## src/design/keyframe_light_fader_core_macros.svh

```systemverilog
// ----------------------------------------------------------------------------
// Keyframe light fader assertion macros
// Shared property wrappers for the fader's concurrent checks.
// ----------------------------------------------------------------------------
`ifndef KEYFRAME_LIGHT_FADER_CORE_MACROS_SVH
`define KEYFRAME_LIGHT_FADER_CORE_MACROS_SVH

// Same-cycle implication, disabled during reset.
`define KFLF_ASSERT_NOW(label, clk, rst, cond, prop) \
   label: assert property (@(posedge clk) disable iff (rst) (cond) |-> (prop)) \
      else $error("kflf check failed");

// Next-cycle implication, disabled during reset.
`define KFLF_ASSERT_NEXT(label, clk, rst, cond, prop) \
   label: assert property (@(posedge clk) disable iff (rst) (cond) |=> (prop)) \
      else $error("kflf check failed");

`endif

```

## src/design/kflf_pkg.sv

```systemverilog
// ----------------------------------------------------------------------------
// Keyframe light fader package
// Shared types, codes and default sizes of the keyframe light fader.
// ----------------------------------------------------------------------------
package kflf_pkg;

   localparam int MAX_KEYS_DEF      = 16;
   localparam int FRACTION_BITS_DEF = 8;

   localparam int TIME_W      = 24;
   localparam int KEY_COUNT_W = 5;
   localparam int CSR_INDEX_W = 2;
   localparam int CSR_DATA_W  = 5;

   // item kinds
   localparam logic KIND_TICK  = 1'b0;
   localparam logic KIND_WRITE = 1'b1;

   // register indexes
   localparam logic [CSR_INDEX_W-1:0] CSR_LOOP_ENABLE        = 2'd0;
   localparam logic [CSR_INDEX_W-1:0] CSR_INTERPOLATE_ENABLE = 2'd1;
   localparam logic [CSR_INDEX_W-1:0] CSR_KEY_COUNT          = 2'd2;

   typedef struct packed {
      logic [7:0]  red;
      logic [7:0]  green;
      logic [7:0]  blue;
      logic [7:0]  alpha;
      logic [15:0] intensity;
      logic [15:0] spec_intensity;
      logic [7:0]  corona_alpha;
   } light_value_type;

   typedef struct packed {
      logic [15:0]     duration;
      light_value_type value;
   } key_entry_type;

   typedef struct packed {
      logic load;
      logic accum;
   } mac_ctl_type;

endpackage

```

## src/design/kflf_mac.sv

```systemverilog
// ----------------------------------------------------------------------------
// Keyframe light fader multiply-accumulate unit
// One multiplier and accumulator, shared by every blended channel.
// ----------------------------------------------------------------------------
module kflf_mac
   import kflf_pkg::*;
#(
   parameter int FRACTION_BITS = FRACTION_BITS_DEF
) (
   input  logic                      clock,
   input  mac_ctl_type               mac_ctl,
   input  logic [15:0]               op_value,
   input  logic [FRACTION_BITS:0]    op_weight,
   output logic [FRACTION_BITS+16:0] acc
);

   localparam int ACC_W = FRACTION_BITS + 17;
   localparam logic [ACC_W-1:0] HALF = ACC_W'(1) << (FRACTION_BITS - 1);

   logic [ACC_W-1:0] prod;
   logic [ACC_W-1:0] acc_ff;
   logic [ACC_W-1:0] acc_in;

   assign prod = ACC_W'(op_value) * ACC_W'(op_weight);

   always_comb begin
      acc_in = acc_ff;
      if (mac_ctl.load) begin
         acc_in = prod + HALF;
      end else if (mac_ctl.accum) begin
         acc_in = acc_ff + prod;
      end
   end

   always_ff @(posedge clock) begin
      acc_ff <= acc_in;
   end

   assign acc = acc_ff;

endmodule

```

## src/design/keyframe_light_fader_core.sv

```systemverilog
// ----------------------------------------------------------------------------
// Keyframe light fader core
// Keyframe table with animation time, span search, fraction divide and blend.
// ----------------------------------------------------------------------------
// Usage:
//   req_* carries one item: a keyframe write (stored at key_index) or a time
//   tick (delta_ticks added to the animation time). Each item gives exactly
//   one rsp_* item: current light values, segment, Q0.8 fraction and a
//   segment_found flag. csr_* writes loop_enable, interpolate_enable and
//   key_count; the user must write them only while the block is idle, as
//   the block itself does not enforce it. The table is a single-port
//   memory with a registered read, so each step of the sum and search
//   walks has a read state and a use state; the divide takes one quotient
//   bit a cycle and the blend runs seven channels through one
//   multiply-accumulate unit, in load, accumulate and write states each.
//   One item is in work at a time: req_stall is high from acceptance until
//   the result is loaded into the output register.
//   Reset clears time, held values, key_count, interpolate_enable and
//   handshake state, and sets loop_enable. Table entries are undefined
//   until written. A stalled result holds in the output register; the next
//   item may be accepted meanwhile and waits at its end till the register frees.
// ----------------------------------------------------------------------------
`include "keyframe_light_fader_core_macros.svh"

module keyframe_light_fader_core
   import kflf_pkg::*;
#(
   parameter int MAX_KEYS      = MAX_KEYS_DEF,
   parameter int FRACTION_BITS = FRACTION_BITS_DEF
) (
   input  logic                   clock,
   input  logic                   reset,
   // configuration
   input  logic                   csr_wr_en,
   input  logic [CSR_INDEX_W-1:0] csr_index,
   input  logic [CSR_DATA_W-1:0]  csr_wdata,
   // input items
   input  logic                   req_valid,
   output logic                   req_stall,
   input  logic                   req_kind,
   input  logic [15:0]            req_delta_ticks,
   input  logic [3:0]             req_key_index,
   input  logic [15:0]            req_key_duration,
   input  logic [7:0]             req_key_red,
   input  logic [7:0]             req_key_green,
   input  logic [7:0]             req_key_blue,
   input  logic [7:0]             req_key_alpha,
   input  logic [15:0]            req_key_intensity,
   input  logic [15:0]            req_key_spec_intensity,
   input  logic [7:0]             req_key_corona_alpha,
   // result items
   output logic                   rsp_valid,
   input  logic                   rsp_stall,
   output logic [7:0]             rsp_out_red,
   output logic [7:0]             rsp_out_green,
   output logic [7:0]             rsp_out_blue,
   output logic [7:0]             rsp_out_alpha,
   output logic [15:0]            rsp_out_intensity,
   output logic [15:0]            rsp_out_spec_intensity,
   output logic [7:0]             rsp_out_corona_alpha,
   output logic [3:0]             rsp_segment,
   output logic [7:0]             rsp_fraction,
   output logic                   rsp_segment_found
);

   localparam int AW    = (MAX_KEYS > 1) ? $clog2(MAX_KEYS) : 1;
   localparam int FW    = FRACTION_BITS;
   localparam int ACC_W = FW + 17;
   localparam int DCW   = $clog2(FW + 1);
   localparam int SH_R  = (FW >= 8) ? (FW - 8) : 0;
   localparam int SH_L  = (FW < 8) ? (8 - FW) : 0;
   localparam logic [FW:0] ONE_Q = {1'b1, {FW{1'b0}}};

   // blend channel order
   localparam logic [2:0] CH_RED       = 3'd0;
   localparam logic [2:0] CH_GREEN     = 3'd1;
   localparam logic [2:0] CH_BLUE      = 3'd2;
   localparam logic [2:0] CH_ALPHA     = 3'd3;
   localparam logic [2:0] CH_INTENSITY = 3'd4;
   localparam logic [2:0] CH_SPEC      = 3'd5;
   localparam logic [2:0] CH_CORONA    = 3'd6;

   typedef enum logic [3:0] {
      ST_IDLE,
      ST_SUM_RD,
      ST_SUM_ACC,
      ST_TIME_UPD,
      ST_SRCH_RD,
      ST_SRCH_CHK,
      ST_DIVIDE,
      ST_CUR_RD,
      ST_CUR_LD,
      ST_NXT_RD,
      ST_NXT_LD,
      ST_BL_LOAD,
      ST_BL_ACC,
      ST_BL_WR,
      ST_FINISH
   } state_type;

   // keyframe table
   key_entry_type key_mem [MAX_KEYS];
   key_entry_type rd_entry_ff;
   key_entry_type wr_entry;

   // control state
   state_type                state_ff;
   logic                     loop_en_ff;
   logic                     interp_en_ff;
   logic [KEY_COUNT_W-1:0]   key_count_ff;
   logic [TIME_W-1:0]        anim_ff;
   light_value_type          held_ff;
   logic                     rsp_valid_ff;
   logic [KEY_COUNT_W-1:0]   idx_ff;
   logic [DCW-1:0]           div_cnt_ff;
   logic [2:0]               ch_ff;

   // working payload
   logic [15:0]              delta_ff;
   logic [TIME_W-1:0]        acc_ff;
   logic [KEY_COUNT_W-1:0]   found_idx_ff;
   logic                     found_ff;
   logic [15:0]              dur_ff;
   logic [16:0]              rem_ff;
   logic [FW-1:0]            f_ff;
   light_value_type          cur_ff;
   light_value_type          nxt_ff;

   // output register
   light_value_type          rsp_val_ff;
   logic [3:0]               rsp_seg_ff;
   logic [7:0]               rsp_frac_ff;
   logic                     rsp_found_ff;

   // datapath
   logic                     req_accept;
   logic                     rsp_load;
   logic                     key_in_range;
   logic [KEY_COUNT_W-1:0]   n_keys;
   logic [KEY_COUNT_W-1:0]   idx_next;
   logic [KEY_COUNT_W-1:0]   nxt_idx;
   logic [TIME_W-1:0]        sum_next;
   logic [TIME_W:0]          t_sum;
   logic [TIME_W-1:0]        t_new;
   logic [16:0]              rem_shift;
   logic                     rem_ge;
   logic [16:0]              rem_sub;
   logic [15:0]              frac16;
   logic [7:0]               frac_q8;
   mac_ctl_type              mac_ctl;
   logic [15:0]              mac_value;
   logic [FW:0]              mac_weight;
   logic [ACC_W-1:0]         mac_acc;

   assign req_accept   = req_valid && !req_stall;
   assign req_stall    = (state_ff != ST_IDLE);
   assign key_in_range = (32'(req_key_index) < MAX_KEYS);

   // load the output register once it is empty or being taken
   assign rsp_load = (state_ff == ST_FINISH) && (!rsp_valid_ff || !rsp_stall);

   assign wr_entry.duration             = req_key_duration;
   assign wr_entry.value.red            = req_key_red;
   assign wr_entry.value.green          = req_key_green;
   assign wr_entry.value.blue           = req_key_blue;
   assign wr_entry.value.alpha          = req_key_alpha;
   assign wr_entry.value.intensity      = req_key_intensity;
   assign wr_entry.value.spec_intensity = req_key_spec_intensity;
   assign wr_entry.value.corona_alpha   = req_key_corona_alpha;

   // clamp the key count to the table depth
   assign n_keys   = (32'(key_count_ff) > MAX_KEYS) ? KEY_COUNT_W'(MAX_KEYS) : key_count_ff;
   assign idx_next = idx_ff + KEY_COUNT_W'(1);
   assign nxt_idx  = (idx_next < n_keys) ? idx_next : '0;

   // shared adder for the duration sum and the span search
   assign sum_next = acc_ff + TIME_W'(rd_entry_ff.duration);

   // advance time: wrap under loop, otherwise saturate
   assign t_sum = {1'b0, anim_ff} + (TIME_W + 1)'(delta_ff);
   always_comb begin
      if (loop_en_ff && (t_sum >= (TIME_W + 1)'(acc_ff))) begin
         t_new = '0;
      end else if (t_sum[TIME_W]) begin
         t_new = '1;
      end else begin
         t_new = t_sum[TIME_W-1:0];
      end
   end

   // restoring divide, one quotient bit per cycle
   assign rem_shift = {rem_ff[15:0], 1'b0};
   assign rem_ge    = (rem_shift >= {1'b0, dur_ff});
   assign rem_sub   = rem_shift - {1'b0, dur_ff};

   // move the fraction to Q0.8
   assign frac16  = 16'(f_ff);
   assign frac_q8 = (FW >= 8) ? 8'(frac16 >> SH_R) : 8'(frac16 << SH_L);

   // blend operands: current value times (1 - f), then next value times f
   always_comb begin
      mac_ctl.load  = (state_ff == ST_BL_LOAD);
      mac_ctl.accum = (state_ff == ST_BL_ACC);
      mac_weight    = mac_ctl.load ? (ONE_Q - {1'b0, f_ff}) : {1'b0, f_ff};
      case (ch_ff)
         CH_RED: begin
            mac_value = mac_ctl.load ? 16'(cur_ff.red) : 16'(nxt_ff.red);
         end
         CH_GREEN: begin
            mac_value = mac_ctl.load ? 16'(cur_ff.green) : 16'(nxt_ff.green);
         end
         CH_BLUE: begin
            mac_value = mac_ctl.load ? 16'(cur_ff.blue) : 16'(nxt_ff.blue);
         end
         CH_ALPHA: begin
            mac_value = mac_ctl.load ? 16'(cur_ff.alpha) : 16'(nxt_ff.alpha);
         end
         CH_INTENSITY: begin
            mac_value = mac_ctl.load ? cur_ff.intensity : nxt_ff.intensity;
         end
         CH_SPEC: begin
            mac_value = mac_ctl.load ? cur_ff.spec_intensity : nxt_ff.spec_intensity;
         end
         CH_CORONA: begin
            mac_value = mac_ctl.load ? 16'(cur_ff.corona_alpha) : 16'(nxt_ff.corona_alpha);
         end
         default: begin
            mac_value = '0;
         end
      endcase
   end

   kflf_mac #(
      .FRACTION_BITS(FRACTION_BITS)
   ) u_mac (
      .clock    (clock),
      .mac_ctl  (mac_ctl),
      .op_value (mac_value),
      .op_weight(mac_weight),
      .acc      (mac_acc)
   );

   // table: one write port, one registered read port at the walk index
   always_ff @(posedge clock) begin
      if (req_accept && (req_kind == KIND_WRITE) && key_in_range) begin
         key_mem[AW'(req_key_index)] <= wr_entry;
      end
      rd_entry_ff <= key_mem[AW'(idx_ff)];
   end

   // sequencer
   always_ff @(posedge clock) begin
      if (reset) begin
         state_ff     <= ST_IDLE;
         loop_en_ff   <= 1'b1;
         interp_en_ff <= 1'b0;
         key_count_ff <= '0;
         anim_ff      <= '0;
         held_ff      <= '0;
         rsp_valid_ff <= 1'b0;
         idx_ff       <= '0;
         div_cnt_ff   <= '0;
         ch_ff        <= CH_RED;
      end else begin
         if (csr_wr_en) begin
            case (csr_index)
               CSR_LOOP_ENABLE:        loop_en_ff   <= csr_wdata[0];
               CSR_INTERPOLATE_ENABLE: interp_en_ff <= csr_wdata[0];
               CSR_KEY_COUNT:          key_count_ff <= csr_wdata[KEY_COUNT_W-1:0];
               default: ;
            endcase
         end

         // raise valid on a new result, drop it once the receiver takes it
         if (rsp_load) begin
            rsp_valid_ff <= 1'b1;
         end else if (rsp_valid_ff && !rsp_stall) begin
            rsp_valid_ff <= 1'b0;
         end

         case (state_ff)
            ST_IDLE: begin
               if (req_accept) begin
                  delta_ff     <= req_delta_ticks;
                  acc_ff       <= '0;
                  idx_ff       <= '0;
                  found_idx_ff <= '0;
                  found_ff     <= 1'b0;
                  f_ff         <= '0;
                  if (req_kind == KIND_WRITE) begin
                     state_ff <= ST_FINISH;
                  end else if (n_keys == '0) begin
                     state_ff <= ST_TIME_UPD;
                  end else begin
                     state_ff <= ST_SUM_RD;
                  end
               end
            end
            ST_SUM_RD: begin
               state_ff <= ST_SUM_ACC;
            end
            ST_SUM_ACC: begin
               acc_ff <= sum_next;
               if (idx_next == n_keys) begin
                  idx_ff   <= '0;
                  state_ff <= ST_TIME_UPD;
               end else begin
                  idx_ff   <= idx_next;
                  state_ff <= ST_SUM_RD;
               end
            end
            ST_TIME_UPD: begin
               anim_ff <= t_new;
               acc_ff  <= '0;
               idx_ff  <= '0;
               if (n_keys == '0) begin
                  state_ff <= ST_FINISH;
               end else begin
                  state_ff <= ST_SRCH_RD;
               end
            end
            ST_SRCH_RD: begin
               state_ff <= ST_SRCH_CHK;
            end
            ST_SRCH_CHK: begin
               if (sum_next > anim_ff) begin
                  // span found: remainder starts at the offset into the span
                  found_ff     <= 1'b1;
                  found_idx_ff <= idx_ff;
                  dur_ff       <= rd_entry_ff.duration;
                  rem_ff       <= {1'b0, 16'(anim_ff - acc_ff)};
                  div_cnt_ff   <= DCW'(FW);
                  state_ff     <= ST_DIVIDE;
               end else if (idx_next == n_keys) begin
                  state_ff <= ST_FINISH;
               end else begin
                  acc_ff   <= sum_next;
                  idx_ff   <= idx_next;
                  state_ff <= ST_SRCH_RD;
               end
            end
            ST_DIVIDE: begin
               f_ff   <= {f_ff[FW-2:0], rem_ge};
               rem_ff <= rem_ge ? rem_sub : rem_shift;
               if (div_cnt_ff == DCW'(1)) begin
                  state_ff <= ST_CUR_RD;
               end else begin
                  div_cnt_ff <= div_cnt_ff - DCW'(1);
               end
            end
            ST_CUR_RD: begin
               state_ff <= ST_CUR_LD;
            end
            ST_CUR_LD: begin
               if (interp_en_ff) begin
                  cur_ff   <= rd_entry_ff.value;
                  idx_ff   <= nxt_idx;
                  state_ff <= ST_NXT_RD;
               end else begin
                  held_ff  <= rd_entry_ff.value;
                  state_ff <= ST_FINISH;
               end
            end
            ST_NXT_RD: begin
               state_ff <= ST_NXT_LD;
            end
            ST_NXT_LD: begin
               nxt_ff   <= rd_entry_ff.value;
               ch_ff    <= CH_RED;
               state_ff <= ST_BL_LOAD;
            end
            ST_BL_LOAD: begin
               state_ff <= ST_BL_ACC;
            end
            ST_BL_ACC: begin
               state_ff <= ST_BL_WR;
            end
            ST_BL_WR: begin
               case (ch_ff)
                  CH_RED:       held_ff.red            <= mac_acc[FW +: 8];
                  CH_GREEN:     held_ff.green          <= mac_acc[FW +: 8];
                  CH_BLUE:      held_ff.blue           <= mac_acc[FW +: 8];
                  CH_ALPHA:     held_ff.alpha          <= mac_acc[FW +: 8];
                  CH_INTENSITY: held_ff.intensity      <= mac_acc[FW +: 16];
                  CH_SPEC:      held_ff.spec_intensity <= mac_acc[FW +: 16];
                  CH_CORONA:    held_ff.corona_alpha   <= mac_acc[FW +: 8];
                  default: ;
               endcase
               if (ch_ff == CH_CORONA) begin
                  state_ff <= ST_FINISH;
               end else begin
                  ch_ff    <= ch_ff + 3'd1;
                  state_ff <= ST_BL_LOAD;
               end
            end
            ST_FINISH: begin
               // hold until the output register is free
               if (rsp_load) begin
                  rsp_val_ff   <= held_ff;
                  rsp_seg_ff   <= 4'(found_idx_ff);
                  rsp_frac_ff  <= frac_q8;
                  rsp_found_ff <= found_ff;
                  state_ff     <= ST_IDLE;
               end
            end
            default: begin
               state_ff <= ST_IDLE;
            end
         endcase
      end
   end

   assign rsp_valid              = rsp_valid_ff;
   assign rsp_out_red            = rsp_val_ff.red;
   assign rsp_out_green          = rsp_val_ff.green;
   assign rsp_out_blue           = rsp_val_ff.blue;
   assign rsp_out_alpha          = rsp_val_ff.alpha;
   assign rsp_out_intensity      = rsp_val_ff.intensity;
   assign rsp_out_spec_intensity = rsp_val_ff.spec_intensity;
   assign rsp_out_corona_alpha   = rsp_val_ff.corona_alpha;
   assign rsp_segment            = rsp_seg_ff;
   assign rsp_fraction           = rsp_frac_ff;
   assign rsp_segment_found      = rsp_found_ff;

   // an accepted item always leaves idle in the next cycle
   `KFLF_ASSERT_NEXT(a_accept_leaves_idle, clock, reset, req_accept, state_ff != ST_IDLE)
   // the divide remainder stays below the span duration
   `KFLF_ASSERT_NOW(a_div_rem_bound, clock, reset, state_ff == ST_DIVIDE, rem_ff < {1'b0, dur_ff})
   // an unmatched result carries segment and fraction zero
   `KFLF_ASSERT_NOW(a_unmatched_zero, clock, reset, rsp_valid_ff && !rsp_found_ff, (rsp_seg_ff == 4'd0) && (rsp_frac_ff == 8'd0))

endmodule
```

## config.mk

```make
export PLATFORM = sky130hd
export DESIGN_NAME = keyframe_light_fader_core
export DESIGN_NICKNAME = d
export VERILOG_FILES = /design/src/design/kflf_pkg.sv /design/src/design/kflf_mac.sv /design/src/design/keyframe_light_fader_core.sv
export VERILOG_INCLUDE_DIRS = /design/src /design/src/design
export SDC_FILE = /design/constraint.sdc
export NUM_CORES = 2
export LEC_CHECK = 0
export CAP_MARGIN = 20
export CORE_MARGIN = 1
export CORE_UTILIZATION = 41
export DETAILED_ROUTE_END_ITERATION = 12
export DONT_BUFFER_PORTS = 1
export HOLD_SLACK_MARGIN = 0.06
export SETUP_SLACK_MARGIN = 0.2
export SKIP_LAST_GASP = 1
export SYNTH_ARGS = -nofsm -noshare
export SYNTH_HDL_FRONTEND = slang
export SYNTH_SLANG_ARGS = --single-unit
```

## constraint.sdc

```tcl
create_clock -name clock -period 9.1 [get_ports clock]
set_clock_uncertainty 0.1 [all_clocks]
set_input_delay 1.365 -clock clock [delete_from_list [all_inputs] [get_ports clock]]
set_output_delay 1.365 -clock clock [all_outputs]
set_load 0.02 [all_outputs]
```

==> flow_metrics.env <==
export IMPL_fill_cells=16730
export IMPL_synth_edf_count=1746
export IMPL_slowest_stage="fa_1"
export IMPL_clock_power_share=0.334
export IMPL_vias_per_cell=5.569
export IMPL_sw_frac_of_total=0.2831
export IMPL_wl_mm=202.5
export IMPL_die_h_um=450.0
export IMPL_hold_violations=0
export IMPL_numCtsBuffers=192
export IMPL_synth_seq_area_share=0.6879
export IMPL_ys_warn_count=0
export IMPL_final_max_slew_violation_count=0
export IMPL_ys_dominant_reg_cell="edfxtp_1"
export IMPL_gp_congestion=0.8587
export IMPL_p_comb_frac=0.223
export IMPL_synth_area_per_cell_um2=17.23
export IMPL_critPathMaxFanout=12
export IMPL_drv_cap=0
export IMPL_max_freq_mhz=120.0
export IMPL_cts_tree="built"
export IMPL_fin_nets=5282
export IMPL_min_period_over_period=0.9159
export IMPL_syn_nets=5192
export IMPL_clock_sinks=1954
export IMPL_start_util=0.4121
export IMPL_drcViolationCount=0
export IMPL_critPathArrivalTime_ns=8.83
export IMPL_worst_setup_path_start_kind="flip-flop"
export IMPL_clkTransAtPathRegs_ns=0.06
export IMPL_setup_viol=0
export IMPL_cts_max_path_buffers=3
export IMPL_cts_htree_levels=4
export IMPL_setup_ws_ns=0.7651
export IMPL_syn_area_mm2=0.08228
export IMPL_grt_pass1_vias=43610
export IMPL_firstDrtPassIters=5
export IMPL_async_flop_share=0
export IMPL_grt_max_degree=107
export IMPL_ioPinCount=208
export IMPL_dp_hpwl_mm=121.1
export IMPL_coreArea_mm2=0.1997
export IMPL_wl_per_cell_um=26.35
export IMPL_post_place_ws_ns=0.5161
export IMPL_io_buffers=0
export IMPL_p_int_w=0.01711
export IMPL_max_vdd_ir_drop_v=0.0002929
export IMPL_ys_ff_latch=1954
export IMPL_layout_common_cells="edfxtp_1 (1,746), mux4_2 (448), nor2_1 (303), inv_1 (253), nand2_1 (245)"
export IMPL_clock_root_buffer="clkbuf_16"
export IMPL_clk_insertion_delay_late_ns=0.85
export IMPL_multi_input_area_mm2=0.02415
export IMPL_rsz0062_at_grt="no"
export IMPL_crit_top_cell="fa_1"
export IMPL_power_density_mw_per_mm2=258.3
export IMPL_p_leak_nw=30.28
export IMPL_finish_utilization=0.4626
export IMPL_seqCellArea_mm2=0.05661
export IMPL_rows=164
export IMPL_grt_overflow=0
export IMPL_antenna_left=0
export IMPL_worst_ep_required_time_ns=9.60
export IMPL_power_switching_w=0.006755
export IMPL_antenna_found_initial=4
export IMPL_yosys_cell_types_count=88
export IMPL_path_class="flip-flop to flip-flop"
export IMPL_worst_pin_slew_ns=1.075
export IMPL_grt_total_usage=0.2001
export IMPL_setup_tns_ns=0
export IMPL_critPathMaxStageDelay_ns=0.56
export IMPL_die_area_mm2=0.2025
export IMPL_drive_above_1_share=0.1817
export IMPL_final_common_cell="edfxtp_1"
export IMPL_syn_instance_count=4774
export IMPL_area_growth_pct=12.27
export IMPL_layout_min_cycle_time_ns=8.335
export IMPL_grt_pass1_wl_mm=298.0
export IMPL_status="completed"
export IMPL_chipWidth_um=450.0
export IMPL_drtIter0Drc=3796
export IMPL_relSlewSlack=0.2793
export IMPL_vias=42790
export IMPL_holdCritPathClass="flip-flop to flip-flop"
export IMPL_seq_power_share=0.443
export IMPL_end_kind="flip-flop"
[final timing paths]
path / from / end / slack [ns] / depth (start not counted)
worst max-delay path: state_ff[1] / u_mac.acc[23] / 0.77 / 29
worst min-delay path: held_ff[0] / rsp_out_corona_alpha[0] / 0.33 / 0
worst max register to register: state_ff[1] / u_mac.acc[23] / 0.77 / 29
worst min register to register: held_ff[0] / rsp_out_corona_alpha[0] / 0.33 / 0
[layer usage]
layer,vias to the layer above,track usage,part of all wire
met5,-,0,0
met4,0,0.05543,0.027
met3,267,0.03673,0.059
met2,1223,0.3389,0.50
met1,22500,0.2640,0.41
li1,18800,-,-
[kinds of logic after synthesis]
| kind of cell | count (synthesis) | share of synthesized area |
|---|---|---|
| AOI/OAI and AO/OA | 639 | 0.05192 |
| xor gates and xnor gates | 124 | 0.01320 |
| adders and majority gates | 297 | 0.05456 |
| buffers and inverters | 461 | 0.02135 |
| DFF | 1954 | 0.6879 |
| muxes | 480 | 0.1266 |
| and+or+nand+nor | 819 | 0.04451 |
[layout make-up]
type	instances	area share
well taps	2656	0.03598
multi-input cells	2360	0.2615
diodes	4	0.0001084
clock buffers	248	0.05571
flip-flops and latches	1954	0.6129
inverters	260	0.01057
clock inverters	106	0.01310
repair buffers	96	0.01020
[flip-flops by register name (all words and copies together), names as in the netlist, 16 cells and up]
register and cells:
dur_ff 16, acc_ff 24, cur_ff 72, u_mac.acc 24
delta_ff 16, key_mem 1408, rsp_out_spec_intensity 16, anim_ff 24
rd_entry_ff 88, held_ff 72, rem_ff 16, nxt_ff 72
rsp_out_intensity 16
[power groups by stage]
stage                     sequential [W]  combinational [W]  clock [W]
after floorplan                   0.0106            0.00412          0
after global placement            0.0107            0.00521          0
after detailed placement          0.0108            0.00525          0
after CTS                         0.0106            0.00532    0.00811
after global routing              0.0106            0.00595    0.00843
final                             0.0106            0.00533    0.00796
[worst max-delay path: cells and delay by family, from the launching register on]
kind	cells	cell delay [ns]
compound gates	8	2.22
xor+xnor	3	0.50
fa+ha+maj	6	2.57
buf+inv	6	0.61
flops	1	0.33
mux	1	0.51
simple gates	5	1.22
[timing repair]
action | 4_1_cts | 5_1_grt
resized for setup | 0 | 8
hold endpoints to repair | 0 | 0
buffers inserted | 0 | 3
hold buffers | 0 | 0
endpoints found under the setup margin | 0 | 2
[synth_stat cells (48+ instances only)]
cell type | count | area (µm²)
a211oi_1 | 85 | 638.1
a21oi_1 | 214 | 1071
and2_1 | 57 | 356.6
clkbuf_1 | 145 | 544.3
dfxtp_1 | 208 | 4164
edfxtp_1 | 1746 | 52430
fa_1 | 103 | 2062
ha_1 | 194 | 2427
inv_1 | 253 | 949.7
mux4_2 | 448 | 10090
nand2_1 | 246 | 923.4
nor2_1 | 318 | 1194
o21ai_0 | 66 | 330.3
xnor2_1 | 76 | 665.6
xor2_1 | 48 | 420.4
[stage by stage]
step / total power [W] / instances / instance area [µm²] / hold WS [ns]
6_report: 0.02386 / 7684 / 92370 / 0.3315
2_1_floorplan: 0.01471 / 4774 / 82280 / 0.3003
3_5_place_dp: 0.01601 / 7316 / 85860 / 0.3139
5_1_grt: 0.02497 / 7681 / 92360 / 0.3373
3_3_place_gp: 0.01596 / 7314 / 85840 / 0.3122
4_1_cts: 0.02399 / 7670 / 92210 / 0.3302
Note: power is estimated with default switching activity, not from simulation.
